$ cat src/sv/gwcb_pkg.sv
package gwcb_pkg;

  // Map geometry. The map is addressed as {row, column} with power-of-two fields.
  localparam int MAX_COLS  = 2048;
  localparam int MAX_ROWS  = 1024;
  localparam int MAP_COL_W = $clog2(MAX_COLS);
  localparam int MAP_ROW_W = $clog2(MAX_ROWS);
  localparam int PIX_W     = MAP_COL_W + MAP_ROW_W;
  localparam int WORD_W    = 32;
  localparam int BIT_W     = $clog2(WORD_W);
  localparam int ADDR_W    = PIX_W - BIT_W;
  localparam int MAP_DEPTH = 1 << ADDR_W;

  // Field and working widths.
  localparam int X_W      = 11;
  localparam int Y_W      = 10;
  localparam int PIXV_W   = 8;
  localparam int COORD_W  = 13;
  localparam int HALF_W   = 12;
  localparam int STAT_W   = 2;
  localparam int SIZE_W   = 13;
  localparam int CFG_IDX_W = 3;
  localparam int CFG_DAT_W = 12;
  localparam int COLS_W   = 12;
  localparam int ROWS_W   = 11;
  localparam int INIT_W   = 10;
  localparam int STEP_W   = 10;
  localparam int MAXH_W   = 11;

  // Request kinds.
  localparam logic KIND_WRITE = 1'b0;
  localparam logic KIND_QUERY = 1'b1;

  // Result status codes.
  localparam logic [STAT_W-1:0] STAT_OK   = 2'd0;
  localparam logic [STAT_W-1:0] STAT_LOW  = 2'd1;
  localparam logic [STAT_W-1:0] STAT_HIGH = 2'd2;

  // Configuration register indexes.
  localparam logic [CFG_IDX_W-1:0] REG_IMAGE_COLS = 3'd0;
  localparam logic [CFG_IDX_W-1:0] REG_IMAGE_ROWS = 3'd1;
  localparam logic [CFG_IDX_W-1:0] REG_INIT_HALF  = 3'd2;
  localparam logic [CFG_IDX_W-1:0] REG_GROW_STEP  = 3'd3;
  localparam logic [CFG_IDX_W-1:0] REG_MAX_HALF   = 3'd4;

  // Effective configuration seen by the sequencer.
  typedef struct packed {
    logic [COORD_W-1:0] cols;
    logic [COORD_W-1:0] rows;
    logic [INIT_W-1:0]  init_half;
    logic [STEP_W-1:0]  step;
    logic [MAXH_W-1:0]  max_half;
  } cfg_t;

  // One access to the map memory.
  typedef struct packed {
    logic              rd;
    logic              wr;
    logic [ADDR_W-1:0] addr;
    logic [WORD_W-1:0] wdata;
  } map_req_t;

  // One result of a query.
  typedef struct packed {
    logic [STAT_W-1:0] status;
    logic [SIZE_W-1:0] window_size;
  } res_t;

  // Flat bit index of a pixel in the map.
  function automatic logic [PIX_W-1:0] pix_index(input logic [COORD_W-1:0] px,
                                                 input logic [COORD_W-1:0] py);
    return {py[MAP_ROW_W-1:0], px[MAP_COL_W-1:0]};
  endfunction

endpackage

$ cat src/sv/gwcb_seq.sv
module gwcb_seq (
  input  logic                         clk,
  input  logic                         rst_n,
  input  gwcb_pkg::cfg_t               cfg,
  input  logic                         item_accept,
  input  logic                         item_kind,
  input  logic [gwcb_pkg::X_W-1:0]     item_x,
  input  logic [gwcb_pkg::Y_W-1:0]     item_y,
  input  logic [gwcb_pkg::PIXV_W-1:0]  item_pixel,
  output logic                         item_ready,
  output gwcb_pkg::map_req_t           map_req,
  input  logic [gwcb_pkg::WORD_W-1:0]  map_rdata,
  output logic                         res_valid,
  output gwcb_pkg::res_t               res,
  input  logic                         res_take
);
  import gwcb_pkg::*;

  localparam logic [3:0] S_IDLE  = 4'd0;
  localparam logic [3:0] S_WRRD  = 4'd1;
  localparam logic [3:0] S_WRWB  = 4'd2;
  localparam logic [3:0] S_QCHK  = 4'd3;
  localparam logic [3:0] S_LOOP  = 4'd4;
  localparam logic [3:0] S_SCAN  = 4'd5;
  localparam logic [3:0] S_DRAIN = 4'd6;
  localparam logic [3:0] S_GROW  = 4'd7;
  localparam logic [3:0] S_RESP  = 4'd8;

  logic [3:0]         state_r;
  logic [COORD_W-1:0] x_r, y_r;
  logic               pix_nz_r;
  logic [HALF_W-1:0]  h_r;
  logic               found_r;
  logic [COORD_W-1:0] lo_x_r, hi_x_r, lo_y_r, hi_y_r;
  logic [1:0]         seg_r;
  logic [HALF_W-1:0]  idx_r, last_r;
  logic               pend_r;
  logic [BIT_W-1:0]   pend_bit_r;
  logic [STAT_W-1:0]  status_r;

  logic [COORD_W-1:0] h_ext, x_plus_h, y_plus_h;
  logic [COORD_W-1:0] scan_x, scan_y;
  logic [PIX_W-1:0]   scan_pix, item_pix;
  logic [WORD_W-1:0]  wr_word;
  logic [HALF_W-1:0]  h_grown;
  logic               hit, in_map, edge_touch;

  // Window extent arithmetic.
  assign h_ext    = {1'b0, h_r};
  assign x_plus_h = x_r + h_ext;
  assign y_plus_h = y_r + h_ext;
  assign h_grown  = h_r + HALF_W'(cfg.step);
  assign edge_touch = (x_r <= h_ext) || (y_r <= h_ext) ||
                      (x_plus_h >= cfg.cols) || (y_plus_h >= cfg.rows);

  // Pixel currently addressed by the ring walk: top, bottom, left, right side.
  always_comb begin
    scan_x = seg_r[1] ? (seg_r[0] ? hi_x_r : lo_x_r) : (lo_x_r + COORD_W'(idx_r));
    scan_y = seg_r[1] ? (lo_y_r + COORD_W'(idx_r)) : (seg_r[0] ? hi_y_r : lo_y_r);
  end
  assign scan_pix = pix_index(scan_x, scan_y);
  assign item_pix = pix_index(x_r, y_r);
  assign hit      = pend_r && map_rdata[pend_bit_r];
  assign in_map   = ({2'b0, item_x} < COORD_W'(MAX_COLS)) &&
                    ({3'b0, item_y} < COORD_W'(MAX_ROWS));

  // Read-modify-write word for a pixel store.
  always_comb begin
    wr_word = map_rdata;
    wr_word[item_pix[BIT_W-1:0]] = pix_nz_r;
  end

  // Map requests issued by the sequencer.
  always_comb begin
    map_req       = '0;
    map_req.wdata = wr_word;
    unique case (state_r)
      S_WRRD: begin
        map_req.rd   = 1'b1;
        map_req.addr = item_pix[PIX_W-1:BIT_W];
      end
      S_WRWB: begin
        map_req.wr   = 1'b1;
        map_req.addr = item_pix[PIX_W-1:BIT_W];
      end
      S_SCAN: begin
        map_req.rd   = 1'b1;
        map_req.addr = scan_pix[PIX_W-1:BIT_W];
      end
      default: begin
        map_req.rd = 1'b0;
      end
    endcase
  end

  assign item_ready      = (state_r == S_IDLE);
  assign res_valid       = (state_r == S_RESP);
  assign res.status      = status_r;
  assign res.window_size = (status_r == STAT_OK) ? {h_r, 1'b0} : '0;

  // Control sequencer.
  always_ff @(posedge clk) begin
    if (!rst_n) begin
      state_r  <= S_IDLE;
      h_r      <= '0;
      found_r  <= 1'b0;
      pend_r   <= 1'b0;
      status_r <= STAT_OK;
    end else begin
      pend_r <= 1'b0;
      unique case (state_r)
        S_IDLE: begin
          if (item_accept) begin
            x_r      <= COORD_W'(item_x);
            y_r      <= COORD_W'(item_y);
            pix_nz_r <= (item_pixel != '0);
            if (item_kind == KIND_WRITE) begin
              state_r <= in_map ? S_WRRD : S_IDLE;
            end else begin
              h_r     <= HALF_W'(cfg.init_half);
              state_r <= S_QCHK;
            end
          end
        end
        S_WRRD: begin
          state_r <= S_WRWB;
        end
        S_WRWB: begin
          state_r <= S_IDLE;
        end
        S_QCHK: begin
          if ((x_r < h_ext) || (y_r < h_ext)) begin
            status_r <= STAT_LOW;
            state_r  <= S_RESP;
          end else if ((x_plus_h > cfg.cols) || (y_plus_h > cfg.rows)) begin
            status_r <= STAT_HIGH;
            state_r  <= S_RESP;
          end else begin
            status_r <= STAT_OK;
            state_r  <= S_LOOP;
          end
        end
        S_LOOP: begin
          if (edge_touch) begin
            state_r <= S_RESP;
          end else if (h_r == '0) begin
            // An empty ring has nothing to find.
            found_r <= 1'b0;
            state_r <= S_GROW;
          end else begin
            lo_x_r  <= x_r - h_ext;
            hi_x_r  <= x_plus_h - 1'b1;
            lo_y_r  <= y_r - h_ext;
            hi_y_r  <= y_plus_h - 1'b1;
            seg_r   <= 2'd0;
            idx_r   <= '0;
            last_r  <= HALF_W'({h_r[HALF_W-2:0], 1'b0} - 1'b1);
            state_r <= S_SCAN;
          end
        end
        S_SCAN: begin
          pend_r     <= 1'b1;
          pend_bit_r <= scan_pix[BIT_W-1:0];
          if (idx_r == last_r) begin
            idx_r <= '0;
            seg_r <= seg_r + 1'b1;
          end else begin
            idx_r <= idx_r + 1'b1;
          end
          // A nonzero pixel ends the scan early.
          if (hit) begin
            found_r <= 1'b1;
            state_r <= S_GROW;
          end else if ((idx_r == last_r) && (seg_r == 2'd3)) begin
            state_r <= S_DRAIN;
          end
        end
        S_DRAIN: begin
          found_r <= hit;
          state_r <= S_GROW;
        end
        S_GROW: begin
          h_r <= h_grown;
          if (!found_r || (cfg.step == '0) || (h_grown >= HALF_W'(cfg.max_half))) begin
            state_r <= S_RESP;
          end else begin
            state_r <= S_LOOP;
          end
        end
        S_RESP: begin
          if (res_take) begin
            state_r <= S_IDLE;
          end
        end
        default: begin
          state_r <= S_IDLE;
        end
      endcase
    end
  end

endmodule

$ cat config.mk
export PLATFORM = sky130hd
export DESIGN_NAME = gwcb_seq
export DESIGN_NICKNAME = d
export VERILOG_FILES = /design/src/sv/gwcb_pkg.sv /design/src/sv/gwcb_seq.sv
export SDC_FILE = /design/constraint.sdc
export NUM_CORES = 1
export LEC_CHECK = 0
export BUFFER_PORTS_ARGS = -buffer_cell sky130_fd_sc_hd__buf_2
export CORE_MARGIN = 3
export CORE_UTILIZATION = 49
export CTS_BUF_LIST = sky130_fd_sc_hd__clkbuf_8 sky130_fd_sc_hd__clkbuf_16
export DETAILED_ROUTE_END_ITERATION = 16
export PLACE_DENSITY = 0.72
export SLEW_MARGIN = 20
export SYNTH_ARGS = -nofsm -noshare
export SYNTH_HDL_FRONTEND = slang
export SYNTH_SLANG_ARGS = --single-unit
$ cat constraint.sdc
create_clock -name clk -period 14.6 [get_ports clk]
set_clock_uncertainty 0.05 [all_clocks]
set_input_delay 0 -clock clk [delete_from_list [all_inputs] [get_ports clk]]
set_output_delay 0 -clock clk [all_outputs]
set_load 0.1 [all_outputs]
### Word-level counts from Yosys, hierarchy flattened

Index checks and enable logic that the tools add are counted.

| storage, ports and cells | value |
|---|---|
| bits in registers | 115 |
| input bits | 123 |
| output and inout bits | 67 |
| logic and storage cells | 132 |

| cells by class | value |
|---|---|
| add/subtract/negate cells | 12 |
| $lt $le $gt $ge | 12 |
| equality and inequality tests | 19 |
| muxes and demuxes | 42 |
| bitwise operators | 2 |
| reduce and logical (&&, ||, !) cells | 29 |

Operator list:

| operator | number |
|---|---|
| $mux W12 | 5 |
| $pmux W12 S2 | 2 |
| $bwmux W32 | 1 |
| $mux W4 | 8 |
| $pmux W16 S2 | 1 |
| $pmux W4 S8 | 1 |
| $ge A13 B13 Y1 | 2 |
| $gt A13 B13 Y1 | 2 |
| $mux W11 | 2 |
| $mux W10 | 2 |
| $eq A4 B3 Y1 const B | 4 |
| $mux W2 | 7 |
| $ne A2 B2 Y1 const B | 7 |
| $add A10 B12 Y13 | 1 |
| $add A11 B12 Y13 | 1 |
| $mux W13 | 1 |
| $add A12 B1 Y12 const B | 1 |
| $add A12 B10 Y12 | 1 |
| $eq A12 B12 Y1 | 1 |
| $ge A12 B11 Y1 | 1 |
| $le A10 B12 Y1 | 1 |
| $le A11 B12 Y1 | 1 |
| $logic_not A12 Y1 | 1 |
| $lt A10 B12 Y1 | 1 |
| 37 further kinds | 61 |

### Logic depth before layout (Yosys ltp)

Gate-level depths: netlist (run 1).

| depth | value |
|---|---|
| word-level depth | 6 |
| gate-level depth with buffers | 18 |

### Least setup slack after synthesis (run 1)

OpenSTA, ideal clock, no wires.

| timing | value |
|---|---|
| path kind | register -> register |
| start point | register h_r[1] |
| end point | register hi_x_r[0], enable pin |
| library setup time | 529 ps |
| data arrival time | 7634 ps |
| path slack | 6387 ps |
| stages on the path, launching flop included | 18 |
| clock period less this slack | 8213 ps |
| cell sequence | dfxtp_1 inv_1 ha_1 nand2b_1 a21oi_1 o31ai_1 a2111oi_1 o21ai_0 or4b_2 o311ai_0 ha_1 nand4_1 nor4_1 nor4bb_1 nand4_1 nor4bb_4 nand3_1 nor3_1 |

| on the way | value |
|---|---|
| word-level cells in the longest chain between the ends | 6 |
| elaborated cells between the ends (all ways) | 13 |
| those cells by class | 2 x add/sub; 4 x order compare; 2 x bitwise; 5 x reduce/logical |

RTL lines:

| element | RTL line | text |
|---|---|---|
| start: declaration | gwcb_seq.sv:32 | `logic [HALF_W-1:0] h_r;` |
| start signal: assignment | gwcb_seq.sv:120 | `h_r <= HALF_W'(cfg.init_half);` |
| start signal: assignment | gwcb_seq.sv:183 | `h_r <= h_grown;` |
| $add A11 B12 Y13, or another cell as far along | gwcb_seq.sv:50 | `assign x_plus_h = x_r + h_ext;` |
| $ge A13 B13 Y1 / $logic_or A1 B1 Y1 (equally long branches) | gwcb_seq.sv:54, gwcb_seq.sv:53 |  |
| $logic_or A1 B1 Y1 | gwcb_seq.sv:53 | `assign edge_touch = (x_r <= h_ext) \|\| (y_r <= h_ext) \|\|` |
| $logic_or A1 B1 Y1 | gwcb_seq.sv:54 | `(x_plus_h >= cfg.cols) \|\| (y_plus_h >= cfg.rows);` |
| $not A1 Y1 (no line) | n/a |  |
| $reduce_and A4 Y1 (no line) * | n/a |  |
| end signal: assignment | gwcb_seq.sv:152 | `hi_x_r <= x_plus_h - 1'b1;` |
| end: declaration | gwcb_seq.sv:34 | `logic [COORD_W-1:0] lo_x_r, hi_x_r, lo_y_r, hi_y_r;` |

Mark *: on every way between the ends. The rest lies on a longest branch, timed or not.
A chain may end at the register's enable or synchronous reset.

### Final worst setup path (run 1)

| timing | value |
|---|---|
| start point | register h_r[1] |
| end point | register last_r[3], enable pin |

| on the way | value |
|---|---|
| word-level cells in the longest chain between the ends | 6 |
| elaborated cells between the ends (all ways) | 13 |
| those cells by class | 2 x add/sub; 4 x order compare; 2 x bitwise; 5 x reduce/logical |

RTL lines:

| element | RTL line | text |
|---|---|---|
| $add A11 B12 Y13, or another cell as far along | gwcb_seq.sv:50 |  |
| $ge A13 B13 Y1 / $logic_or A1 B1 Y1 (equally long branches) | gwcb_seq.sv:54, gwcb_seq.sv:53 |  |
| $logic_or A1 B1 Y1 | gwcb_seq.sv:53 |  |
| $logic_or A1 B1 Y1 | gwcb_seq.sv:54 |  |
| $not A1 Y1 (no line) | n/a |  |
| $reduce_and A4 Y1 (no line) * | n/a |  |
| end signal: assignment | gwcb_seq.sv:157 | `last_r <= HALF_W'({h_r[HALF_W-2:0], 1'b0} - 1'b1);` |
| end: declaration | gwcb_seq.sv:36 | `logic [HALF_W-1:0] idx_r, last_r;` |

Marked as above.

==> summary.txt, run 1 <==
largest net degree at the start of global routing -> 33
Min Clock Period, post-route -> 5.786 ns
core area -> 20690 um2
Vias/cell -> 5.770
die area -> 23270 um2
most common cell after layout, fill and taps aside -> buf_2
clock latency on the worst-skew pair -> 0.43 ns
row cnt -> 52
clock share of power -> 34.8%
worst min-delay path class -> input port to register
Die Width -> 152.6 um
CTS Sinks -> 114
synthesized net count -> 1412
DR vias -> 9572
CP Data Arrival Time -> 5.82 ns
Cell Chain, Critical Path -> inv_1 > ha_1 > nand2b_1 > a21oi_1 > o31ai_1 > a2111oi_1 > o21ai_0 > or4b_2 > o311ai_0 > ha_1 > nand4_1 > nor4_1 > nor4bb_1 > nand4_1 > nor4bb_4 > nand3_1 > nor3_2 > buf_4
P_sw -> 492.9 uW
worst path required time -> 14.63 ns
# Post-CTS Setup Buffers -> 0
Sw Ratio -> 37.45%
Logic pwr share -> 35.6%
#FFs+latches synth -> 114
worst hold slack -> 0.02357 ns
Die Y -> 152.6 um
Overflow after GRT -> 0
Synth Instances -> 1169
Critical Path Source Type -> register
clock buffer count from CTS -> 17
max-slew violations -> 0
clk slew on worst S/H paths -> 0.06 ns
remaining antenna violation count -> 0
layout cells sized above 1 -> 19.73%
WHS Path Cells -> 5
# DRC -> 0
number of max-cap violations -> 0
number of global-route vias before repair -> 9553
R2R depth -> 18
CTS H-Tree Depth -> 4
GP Congestion -> 0.9262
Synth Cell Area -> 10520 um2
clock tree buffer depth -> 2
sequential area share after synthesis -> 30.63%
area leader, netlist -> edfxtp_1
setup violators final -> 0
initial antenna violation count -> 0
DR pass1 iterations -> 5
largest cells by area after synthesis -> edfxtp_1 27%, ha_1 13%, xnor2_1 6.0%
worst stage delay on the critical path -> 0.61 ns
Final Hold Fails -> 0
DR iter-0 viols -> 816
synth unique cells -> 74
fmax -> 172.8 MHz
Max VDD drop -> 0.00008767 V
number of synthesized flops with an enable pin -> 94
YS warnings -> 0
hpwl dp -> 24960 um
synthesized area per cell -> 9.002 um2
main flop type after synthesis -> edfxtp_1
RSZ-0062 raised after global routing -> false
Critical Path Sink Type -> register
async set-reset flop share out of synthesis -> 0%
post-cts resize count -> 0
P&R area growth vs syn -> 20.58%
Ports -> 190
pwr/cell area -> 103.7 nW/um2
setup_tns -> 0 ns
measured slew at the worst slew-check pin -> 0.8839 ns
Post-Route WL -> 31930 um
Pleak -> 5.542 nW
commonest non-fill, non-tap cells in the layout -> 188 x buf_2, 113 x ha_1, 102 x nor2_1, 100 x inv_1, 94 x edfxtp_1
WL per Instance -> 19.25 um
GRT Overall Usage -> 26.81%
Synth top area share -> 26.82%
Initial Util -> 50.86%
status -> finished clean
crit-path max FO -> 31
Max-slew headroom -> 40.91%
critical path class -> register to register
crit path max-delay cell type -> or4b_2
internal power -> 823.1 uW
ANT cells -> 0
Root Driver -> clkbuf_16
first-pass GRT wire length -> 49970 um
nets@finish -> 1619
# port buffers -> 188
CTS tree -> done
Final Cycle Share -> 39.63%
hold buffer count at cts -> 39
register share of total power -> 29.6%
-- logic make-up (layout without fill, tap and decap cells) --
| group | count (synthesis) | count (layout) | share of synthesized area, % |
|---|---|---|---|
| buf+inv | 150 | 370 | 5.742 |
| compound gates | 213 | 213 | 13.15 |
| simple gates | 394 | 394 | 18.62 |
| xor+xnor | 103 | 103 | 8.572 |
| fa+ha+maj | 120 | 120 | 14.77 |
| mux | 74 | 74 | 8.489 |
| flops | 114 | 114 | 30.63 |
| other cells | 1 | 1 | 0.03563 |
-- critical path, delay by kind of cell, from the launching register on --
kind                     cells  cell delay, ns
flip-flops                   1            0.58
AO/OA/AOI/OAI                5            1.08
adder cells (fa/ha/maj)      2            0.70
buffers and inverters        2            0.69
AND/OR/NAND/NOR              9            2.33
-- synth_stat cells (3+ instances only) --
library cell / count
a311oi_1: 4
nor3_1: 51
nor4b_1: 3
buf_2: 11
nand4_1: 14
nand2b_1: 15
o32ai_1: 3
o221ai_1: 6
nor4_1: 10
nor2b_1: 14
clkinv_1: 3
nor3b_1: 11
nand2_1: 89
mux2i_1: 33
a211oi_1: 16
nand3_1: 33
ha_1: 113
nor2_1: 102
or3_1: 7
xnor2_1: 72
clkbuf_1: 25
o21a_1: 3
nand3b_1: 8
a31oi_1: 10
o311ai_0: 3
fa_1: 7
or4_1: 5
mux2_2: 32
and2_1: 7
a2111oi_0: 5
dfxtp_1: 20
edfxtp_1: 94
buf_1: 5
o21bai_1: 8
inv_1: 99
a2111o_1: 3
and3_1: 16
xor2_1: 31
o21ai_0: 38
mux4_2: 9
o211ai_1: 4
a21o_1: 13
a21oi_1: 73
buf_4: 5
-- through the flow --
step	area (um2)	total power, mW	utilization [%]	worst slack, ns	cells
final	12690	1.316	61.33	8.814	1659
after global routing	12690	1.373	61.33	8.466	1659
after CTS	12680	1.314	61.30	8.698	1658
after detailed placement	11650	0.8493	56.31	8.721	1587
after global placement	11650	0.8434	56.31	8.827	1587
after floorplan	10520	0.7430	-	6.387	1169
-- sequential cells by signal, summed over array words and instances (netlist names), 11 cells and up --
register and count:
h_r 12, hi_x_r 11, idx_r 12, last_r 11
lo_x_r 11, x_r 11
-- metal layers --
layer,part of all wire [%],wire [um],up-vias,GRT usage (%)
met3,6.4,2040,63,4.317
met4,2.8,885,0,8.697
met2,49,15540,362,46.68
li1,-,-,4631,-
met5,0,0,-,0
met1,42,13460,4516,34.17
-- worst paths after layout --
check	start	slack (ns)	end
worst max-delay path	h_r[1]$_SDFFE_PN0P_	8.81	last_r[3]$_DFFE_PP_
worst min-delay path	res_take	0.02	state_r[3]$_SDFFE_PN0P_
worst max register to register	h_r[1]$_SDFFE_PN0P_	8.81	last_r[3]$_DFFE_PP_
worst min register to register	found_r$_SDFFE_PN0P_	0.50	found_r$_SDFFE_PN0P_
-- final cells by class --
class	instances	area [um2]
Inverter	102	382.9
Clock buffer	17	425.4
Timing Repair Buffer	236	1399
Sequential cell	114	3223
Fill cell	1818	8000
Tap cell	270	337.8
Clock inverter	15	215.2
Multi-Input combinational cell	905	6706
-- power groups by stage --
stage / clock [mW] / sequential, mW / combinational, mW
5_1_grt: 0.475 / 0.391 / 0.507
2_1_floorplan: 0 / 0.386 / 0.357
3_5_place_dp: 0 / 0.396 / 0.453
6_report: 0.458 / 0.390 / 0.468
4_1_cts: 0.460 / 0.389 / 0.465
3_3_place_gp: 0 / 0.396 / 0.448
Note: power is estimated with default switching activity, not from simulation.
==> inputs of run 2 (changes only) <==
--- a/config.mk
+++ b/config.mk
@@ -5,12 +5,13 @@
 export SDC_FILE = /design/constraint.sdc
 export NUM_CORES = 1
 export LEC_CHECK = 0
+export ABC_AREA = 1
 export BUFFER_PORTS_ARGS = -buffer_cell sky130_fd_sc_hd__buf_2
 export CORE_MARGIN = 3
 export CORE_UTILIZATION = 49
 export CTS_BUF_LIST = sky130_fd_sc_hd__clkbuf_8 sky130_fd_sc_hd__clkbuf_16
 export DETAILED_ROUTE_END_ITERATION = 16
-export PLACE_DENSITY = 0.72
+export PLACE_DENSITY = 0.74
 export SLEW_MARGIN = 20
 export SYNTH_ARGS = -nofsm -noshare
 export SYNTH_HDL_FRONTEND = slang
==> constraint.sdc (replaced) <==
create_clock -name clk -period 4.7 [get_ports clk]
set_clock_uncertainty 0.05 [all_clocks]
set_input_delay 0 -clock clk [delete_from_list [all_inputs] [get_ports clk]]
set_output_delay 0 -clock clk [all_outputs]
set_load 0.1 [all_outputs]
==> run 2 against run 1 <==
Compared with the run above: largest cell class unchanged; clock power rose to 2.7 times the previous value; routed wire length increased by 11%; die area increased by 2.7%; largest power group unchanged; total power grew to 3.8 times the previous value; cell area grew 2.8%; sequential power grew to 3.3 times the previous value; synthesized cell count grew 24%; critical endpoint is now state_r[3]$_SDFFE_PN0P_; non-clock buffer count is 9 higher; count of clock-buffer cells in the layout stayed put.
==> summary.txt, run 2 <==
row cnt -> 53
clock latency on the worst-skew pair -> 0.43 ns
Max VDD drop -> 0.0002499 V
pwr/cell area -> 386.1 nW/um2
Reg2Reg Launch Point -> h_r[3]$_SDFFE_PN0P_
largest family of logic cells by synthesized area -> simple AND/OR/NAND/NOR gates
Post-synth top cells -> 295 x nand2_1, 211 x inv_1, 125 x nor2_1
synthesized net count -> 1693
Placement Setup Slack -> 0.3571 ns
Synth Instances -> 1450
CP Data Arrival Time -> 4.64 ns
clock tree buffer depth -> 2
synthesized area per cell -> 7.464 um2
most common cell after layout, fill and taps aside -> nand2_1
Critical Path Source Type -> register
YS warnings -> 0
worst min-delay path class -> input port to register
Die Width -> 154.6 um
GP Congestion -> 0.9628
most frequent cell after synthesis -> nand2_1
Worst R2R End -> state_r[3]$_SDFFE_PN0P_
WL per Instance -> 18.14 um
largest cells by area after synthesis -> edfxtp_1 26%, ha_1 13%, nand2_1 10%
commonest non-fill, non-tap cells in the layout -> 295 x nand2_1, 208 x inv_1, 188 x buf_2, 123 x nor2_1, 122 x a21oi_1
DR vias -> 10700
Pleak -> 6.284 nW
Synth top area share -> 26.08%
biggest registers after layout -> h_r x12, idx_r x12
Compound-Gate Fraction of Synth Area -> 14.16%
worst path required time -> 4.97 ns
WP buf/inv -> 6
Initial Util -> 50.69%
initial antenna violation count -> 0
Simple-Gate Fraction of Synth Area -> 25.12%
critical path class -> register to register
fmax -> 228.8 MHz
P&R area growth vs syn -> 20.59%
layout cells sized above 1 -> 19.26%
clk slew on worst S/H paths -> 0.06 ns
worst hold slack -> 0.05423 ns
XOR/XNOR Fraction of Synth Area -> 6.324%
crit path max-delay cell type -> dlygate4sd3_1
final core occ -> 61.12%
number of synthesized flops with an enable pin -> 94
clock buffer count from CTS -> 17
worst hold start -> cfg[10]
largest net degree at the start of global routing -> 54
async set-reset flop share out of synthesis -> 0%
Total Power -> 5.040 mW
number of global-route vias before repair -> 10067
Final Hold Fails -> 0
Root Driver -> clkbuf_16
status -> finished clean
area leader, netlist -> edfxtp_1
main flop type after synthesis -> edfxtp_1
CTS Sinks -> 114
Vias/cell -> 5.454
# port buffers -> 188
setup ws final -> 0.3297 ns
mux contribution to synthesized area -> 0%
Overflow after GRT -> 0
RSZ-0062 raised after global routing -> false
Synth Cell Area -> 10820 um2
dpl cell area -> 12060 um2
core area -> 21350 um2
dpl cells -> 1887
die area -> 23910 um2
worst stage delay on the critical path -> 0.55 ns
final std cells w/o fill -> 1962
number of max-cap violations -> 0
Levels on crit path -> 27
Final Cycle Share -> 92.99%
CP most frequent cell -> nand2_1
measured slew at the worst slew-check pin -> 0.9685 ns
Max-slew headroom -> 35.19%
synth unique cells -> 61
WHS Endpoint -> state_r[2]$_SDFFE_PN0P_
Ports -> 190
crit-path max FO -> 8
#FFs+latches synth -> 114
DR pass1 iterations -> 6
sequential area share after synthesis -> 29.78%
WHS Path Cells -> 6
Post-Route WL -> 35600 um
first-pass GRT wire length -> 54900 um
nets@finish -> 1917
Critical Path Sink Type -> register
adder-cell share of the synthesized area -> 14.36%
setup violators final -> 0
GRT Overall Usage -> 29.32%
Die Y -> 154.6 um
max-slew violations -> 0
CTS tree -> done
ANT cells -> 0
hpwl dp -> 28250 um
DR iter-0 viols -> 1163
Crit path max-delay family -> simple AND/OR/NAND/NOR gates
CTS H-Tree Depth -> 4
R2R depth -> 27
final instance area -> 13050 um2
setup_tns -> 0 ns
# DRC -> 0
Reg2Reg Setup Slack -> 0.33 ns
Min Clock Period, post-route -> 4.370 ns
remaining antenna violation count -> 0
==> run 2: changes by cell type after synthesis, sizes merged, moves of 29 or more <==
| cell | delta |
|---|---|
| nand2 | +217 |
| xor2 | +29 |
| mux2i | -33 |
| xnor2 | -59 |
| a21oi | +52 |
| nor2 | +35 |
| inv | +123 |
| mux2 | -32 |
| nand3 | +67 |
==> run 2: cell type report <==
cell class	count	area, um2
multi-input cells	1069	6563
repair buffers	245	1486
fillers	1942	8302
clock buffers	17	425.4
inverters	227	864.6
well taps	275	344.1
clock inverters	15	132.6
flip-flops and latches	114	3236
==> run 2: per-layer routing <==
metal  global-route usage, %  vias up  wire (um)
li1                        -     5279          -
met1                   40.96     4881      15660
met2                   47.15      486      16160
met5                       0        -          0
met3                   4.729       54       2891
met4                   8.410        0        886
==> run 2: kinds of logic (layout without fill, tap and decap cells) <==
| logic type | count (synthesis) | count (layout) |
|---|---|---|
| other | 1 | 1 |
| buffers and inverters | 267 | 504 |
| flip-flops | 114 | 114 |
| AO/OA/AOI/OAI | 262 | 262 |
| XOR/XNOR | 73 | 73 |
| AND/OR/NAND/NOR | 613 | 613 |
| adder cells (fa/ha/maj) | 120 | 120 |
==> run 2: worst max-delay path by stage <==
stage                             start  slack, ns                 endpoint
CTS                 h_r[9]$_SDFFE_PN0P_       0.25  state_r[3]$_SDFFE_PN0P_
global placement    h_r[9]$_SDFFE_PN0P_       0.40      lo_x_r[2]$_DFFE_PP_
global route        h_r[7]$_SDFFE_PN0P_       0.02  state_r[3]$_SDFFE_PN0P_
detailed placement  h_r[9]$_SDFFE_PN0P_       0.36      hi_x_r[0]$_DFFE_PP_
floorplan              x_r[4]$_DFFE_PP_      -0.22      hi_x_r[0]$_DFFE_PP_
finish              h_r[3]$_SDFFE_PN0P_       0.33  state_r[3]$_SDFFE_PN0P_
==> run 2: timing repair <==
item	4_1_cts	5_1_grt
setup endpoints to repair	0	2
resized for setup	0	3
hold endpoints to repair	35	0
buffers inserted	0	1
hold buffers	42	0
==> run 2: power by group <==
group          internal, mW  switching [mW]  leakage [nW]
Combinational         0.704            1.83          4.98
Sequential             1.21          0.0594          1.04
Clock                 0.729           0.506         0.260
==> run 2: worst reg2reg max path: cells and delay by family, from the launching register on <==
kind / cells / cell delay (ns)
and+or+nand+nor: 15 / 1.53
buffers and inverters: 6 / 1.00
adders and majority gates: 2 / 0.72
DFF: 1 / 0.42
AOI/OAI and AO/OA: 3 / 0.39
xor gates and xnor gates: 1 / 0.16
==> inputs of run 3 (changes only) <==
--- a/config.mk
+++ b/config.mk
@@ -6,12 +6,12 @@
 export NUM_CORES = 1
 export LEC_CHECK = 0
 export ABC_AREA = 1
-export BUFFER_PORTS_ARGS = -buffer_cell sky130_fd_sc_hd__buf_2
 export CORE_MARGIN = 3
-export CORE_UTILIZATION = 49
+export CORE_UTILIZATION = 60
 export CTS_BUF_LIST = sky130_fd_sc_hd__clkbuf_8 sky130_fd_sc_hd__clkbuf_16
 export DETAILED_ROUTE_END_ITERATION = 16
-export PLACE_DENSITY = 0.74
+export DONT_BUFFER_PORTS = 1
+export PLACE_DENSITY = 0.79
 export SLEW_MARGIN = 20
 export SYNTH_ARGS = -nofsm -noshare
 export SYNTH_HDL_FRONTEND = slang
==> run 3 against run 2 <==
Compared with the run above: highest routed layer unchanged; utilization up 11 points; count of clock-buffer cells in the layout up 4; via count decreased by 2.1%; combinational power down 5%; non-clock buffer count down 153; final cell count down 10%; fmax down 1.2%; global-route usage rose by 4.9 points; sequential share of layout area rose by 0.90 points; critical endpoint unchanged.
==> summary.txt, run 3 (same netlist as run 2, synthesis figures left out) <==
setup violators final -> 0
crit path max-delay cell type -> dlygate4sd3_1
Die Y -> 140.3 um
initial antenna violation count -> 1
clock tree buffer depth -> 2
nets@finish -> 1764
Sequential Area -> 3236 um2
CTS tree -> done
most common cell after layout, fill and taps aside -> nand2_1
Total Power -> 4.917 mW
Critical Path Sink Type -> register
biggest registers after layout -> h_r x12, idx_r x12
Max-slew headroom -> 21.08%
CTS H-Tree Depth -> 4
Overflow after GRT -> 0
critical path class -> register to register
Cell Chain, Critical Path -> inv_1 > ha_2 > nor2_4 > nand3_1 > or3_1 > o2111ai_2 > xor2_1 > inv_1 > ha_1 > a21oi_1 > o21ai_0 > a21oi_1 > nand2_1 > nor2_1 > nand3_2 > nand2_2 > nand2_1 > inv_1 > nand3_1 > nand2_1 > dlygate4sd3_1 > inv_1
final core occ -> 72.05%
clk slew on worst S/H paths -> 0.06 ns
measured slew at the worst slew-check pin -> 1.185 ns
Post-Route WL -> 34450 um
GR peak layer -> met2
CP most frequent cell -> inv_1
# port buffers -> 0
Root Driver -> clkbuf_16
filler cell count -> 1357
Reg2Reg Launch Point -> h_r[5]$_SDFFE_PN0P_
Reg2Reg Setup Slack -> 0.28 ns
Min Clock Period, post-route -> 4.421 ns
final std cells w/o fill -> 1759
worst stage delay on the critical path -> 0.55 ns
DR pass1 iterations -> 6
# DRC -> 0
multi-input logic area -> 6830 um2
GP Congestion -> 1.047
hpwl dp -> 26370 um
layout cells sized above 1 -> 14.42%
GRT Overall Usage -> 34.26%
worst hold slack -> 0.03588 ns
Final Hold Fails -> 0
end point of the critical path -> state_r[3]$_SDFFE_PN0P_
Final Cycle Share -> 94.07%
M1 GR Usage -> 45.12%
met3 Use GR -> 9.355%
CTS Sinks -> 114
P&R area growth vs syn -> 16.35%
crit path from -> h_r[5]$_SDFFE_PN0P_
Die Width -> 140.3 um
DR vias -> 10470
Initial Util -> 61.93%
Pleak -> 5.719 nW
met2 Track Usage GR -> 53.20%
commonest non-fill, non-tap cells in the layout -> 295 x nand2_1, 210 x inv_1, 116 x a21oi_1, 110 x ha_1, 108 x nor2_1
Worst R2R End -> state_r[3]$_SDFFE_PN0P_
RSZ-0062 raised after global routing -> false
worst min-delay path class -> input port to register
worst path required time -> 4.97 ns
status -> finished clean
core area -> 17480 um2
Critical Path Source Type -> register
WL per Instance -> 19.58 um
Max VDD drop -> 0.0003345 V
CP Data Arrival Time -> 4.69 ns
clock buffer count from CTS -> 17
setup_tns -> 0 ns
DR iter-0 viols -> 1289
first-pass GRT wire length -> 53020 um
clock latency on the worst-skew pair -> 0.43 ns
number of global-route vias before repair -> 9923
die area -> 19690 um2
Ports -> 190
largest net degree at the start of global routing -> 54
max-slew violations -> 0
Vias/cell -> 5.952
remaining antenna violation count -> 0
dpl cells -> 1682
fmax -> 226.2 MHz
R2R depth -> 22
crit-path max FO -> 9
number of max-cap violations -> 0
row cnt -> 48
pwr/cell area -> 390.5 nW/um2
## run 3: cell types whose count changed in the layout (fill, tap and decap cells not counted), moves of 5 or more
cell,previous run,this run
inv_6,6,1
a31oi_1,32,10
buf_2,188,0
nor2_2,9,24
a31oi_2,0,22
buf_4,14,47
a21oi_1,122,116
nor2_1,123,108
## run 3: layer usage
layer  share of wire, %  vias to the layer above  wire, um
li1                   -                     4971         -
met5                  0                        -         0
met3                 11                      106      3838
met2                 44                      597     15170
met4                5.0                        0      1719
met1                 40                     4796     13730
## run 3: timing repair
item,4_1_cts,5_1_grt
resized for setup,0,5
hold buffers,44,0
endpoints found under the setup margin,0,55
buffers inserted,0,1
endpoints found under the hold margin,39,0
## run 3: area by class of cell
type	instances	share of cell area, %
Multi-Input combinational cell	1069	54.24
Sequential cell	114	25.70
Inverter	227	6.896
Timing Repair Buffer	92	6.459
Clock buffer	21	3.994
Tap cell	225	2.236
Clock inverter	10	0.4571
Antenna cell	1	0.01987
## run 3: report_power, final
part / internal [mW] / total, mW / switching [mW] / leakage, nW
Combinational: 0.664 / 2.41 / 1.74 / 4.38
Sequential: 1.21 / 1.28 / 0.0657 / 1.04
Clock: 0.755 / 1.23 / 0.478 / 0.291
Total: 2.63 / 4.92 / 2.29 / 5.72
## run 3: worst min-delay path by stage
stage	slack (ns)	cells past startpoint	endpoint	from
4_1_cts	0.02	4	h_r[7]$_SDFFE_PN0P_	cfg[18]
5_1_grt	0.07	2	state_r[0]$_SDFFE_PN0P_	rst_n
3_3_place_gp	0.05	0	y_r[4]$_DFFE_PP_	item_y[4]
2_1_floorplan	0.05	2	state_r[3]$_SDFFE_PN0P_	rst_n
3_5_place_dp	0.05	0	x_r[1]$_DFFE_PP_	item_x[1]
6_report	0.04	4	h_r[7]$_SDFFE_PN0P_	cfg[18]
## run 3: metrics by stage
stage	setup slack (ns)	area (um2)
final	0.2787	12590
after global routing	0.006594	12590
after CTS	0.1652	12540
after detailed placement	0.2700	11540
after global placement	0.3038	11530
after floorplan	-0.2156	10900
## run 3: worst max-delay path: cells and delay by family (launching register included)
| kind | cells | cell delay, ns |
|---|---|---|
| compound gates | 4 | 0.48 |
| xor+xnor | 1 | 0.22 |
| fa+ha+maj | 2 | 0.75 |
| buf+inv | 5 | 1.00 |
| flops | 1 | 0.37 |
| simple gates | 10 | 1.46 |
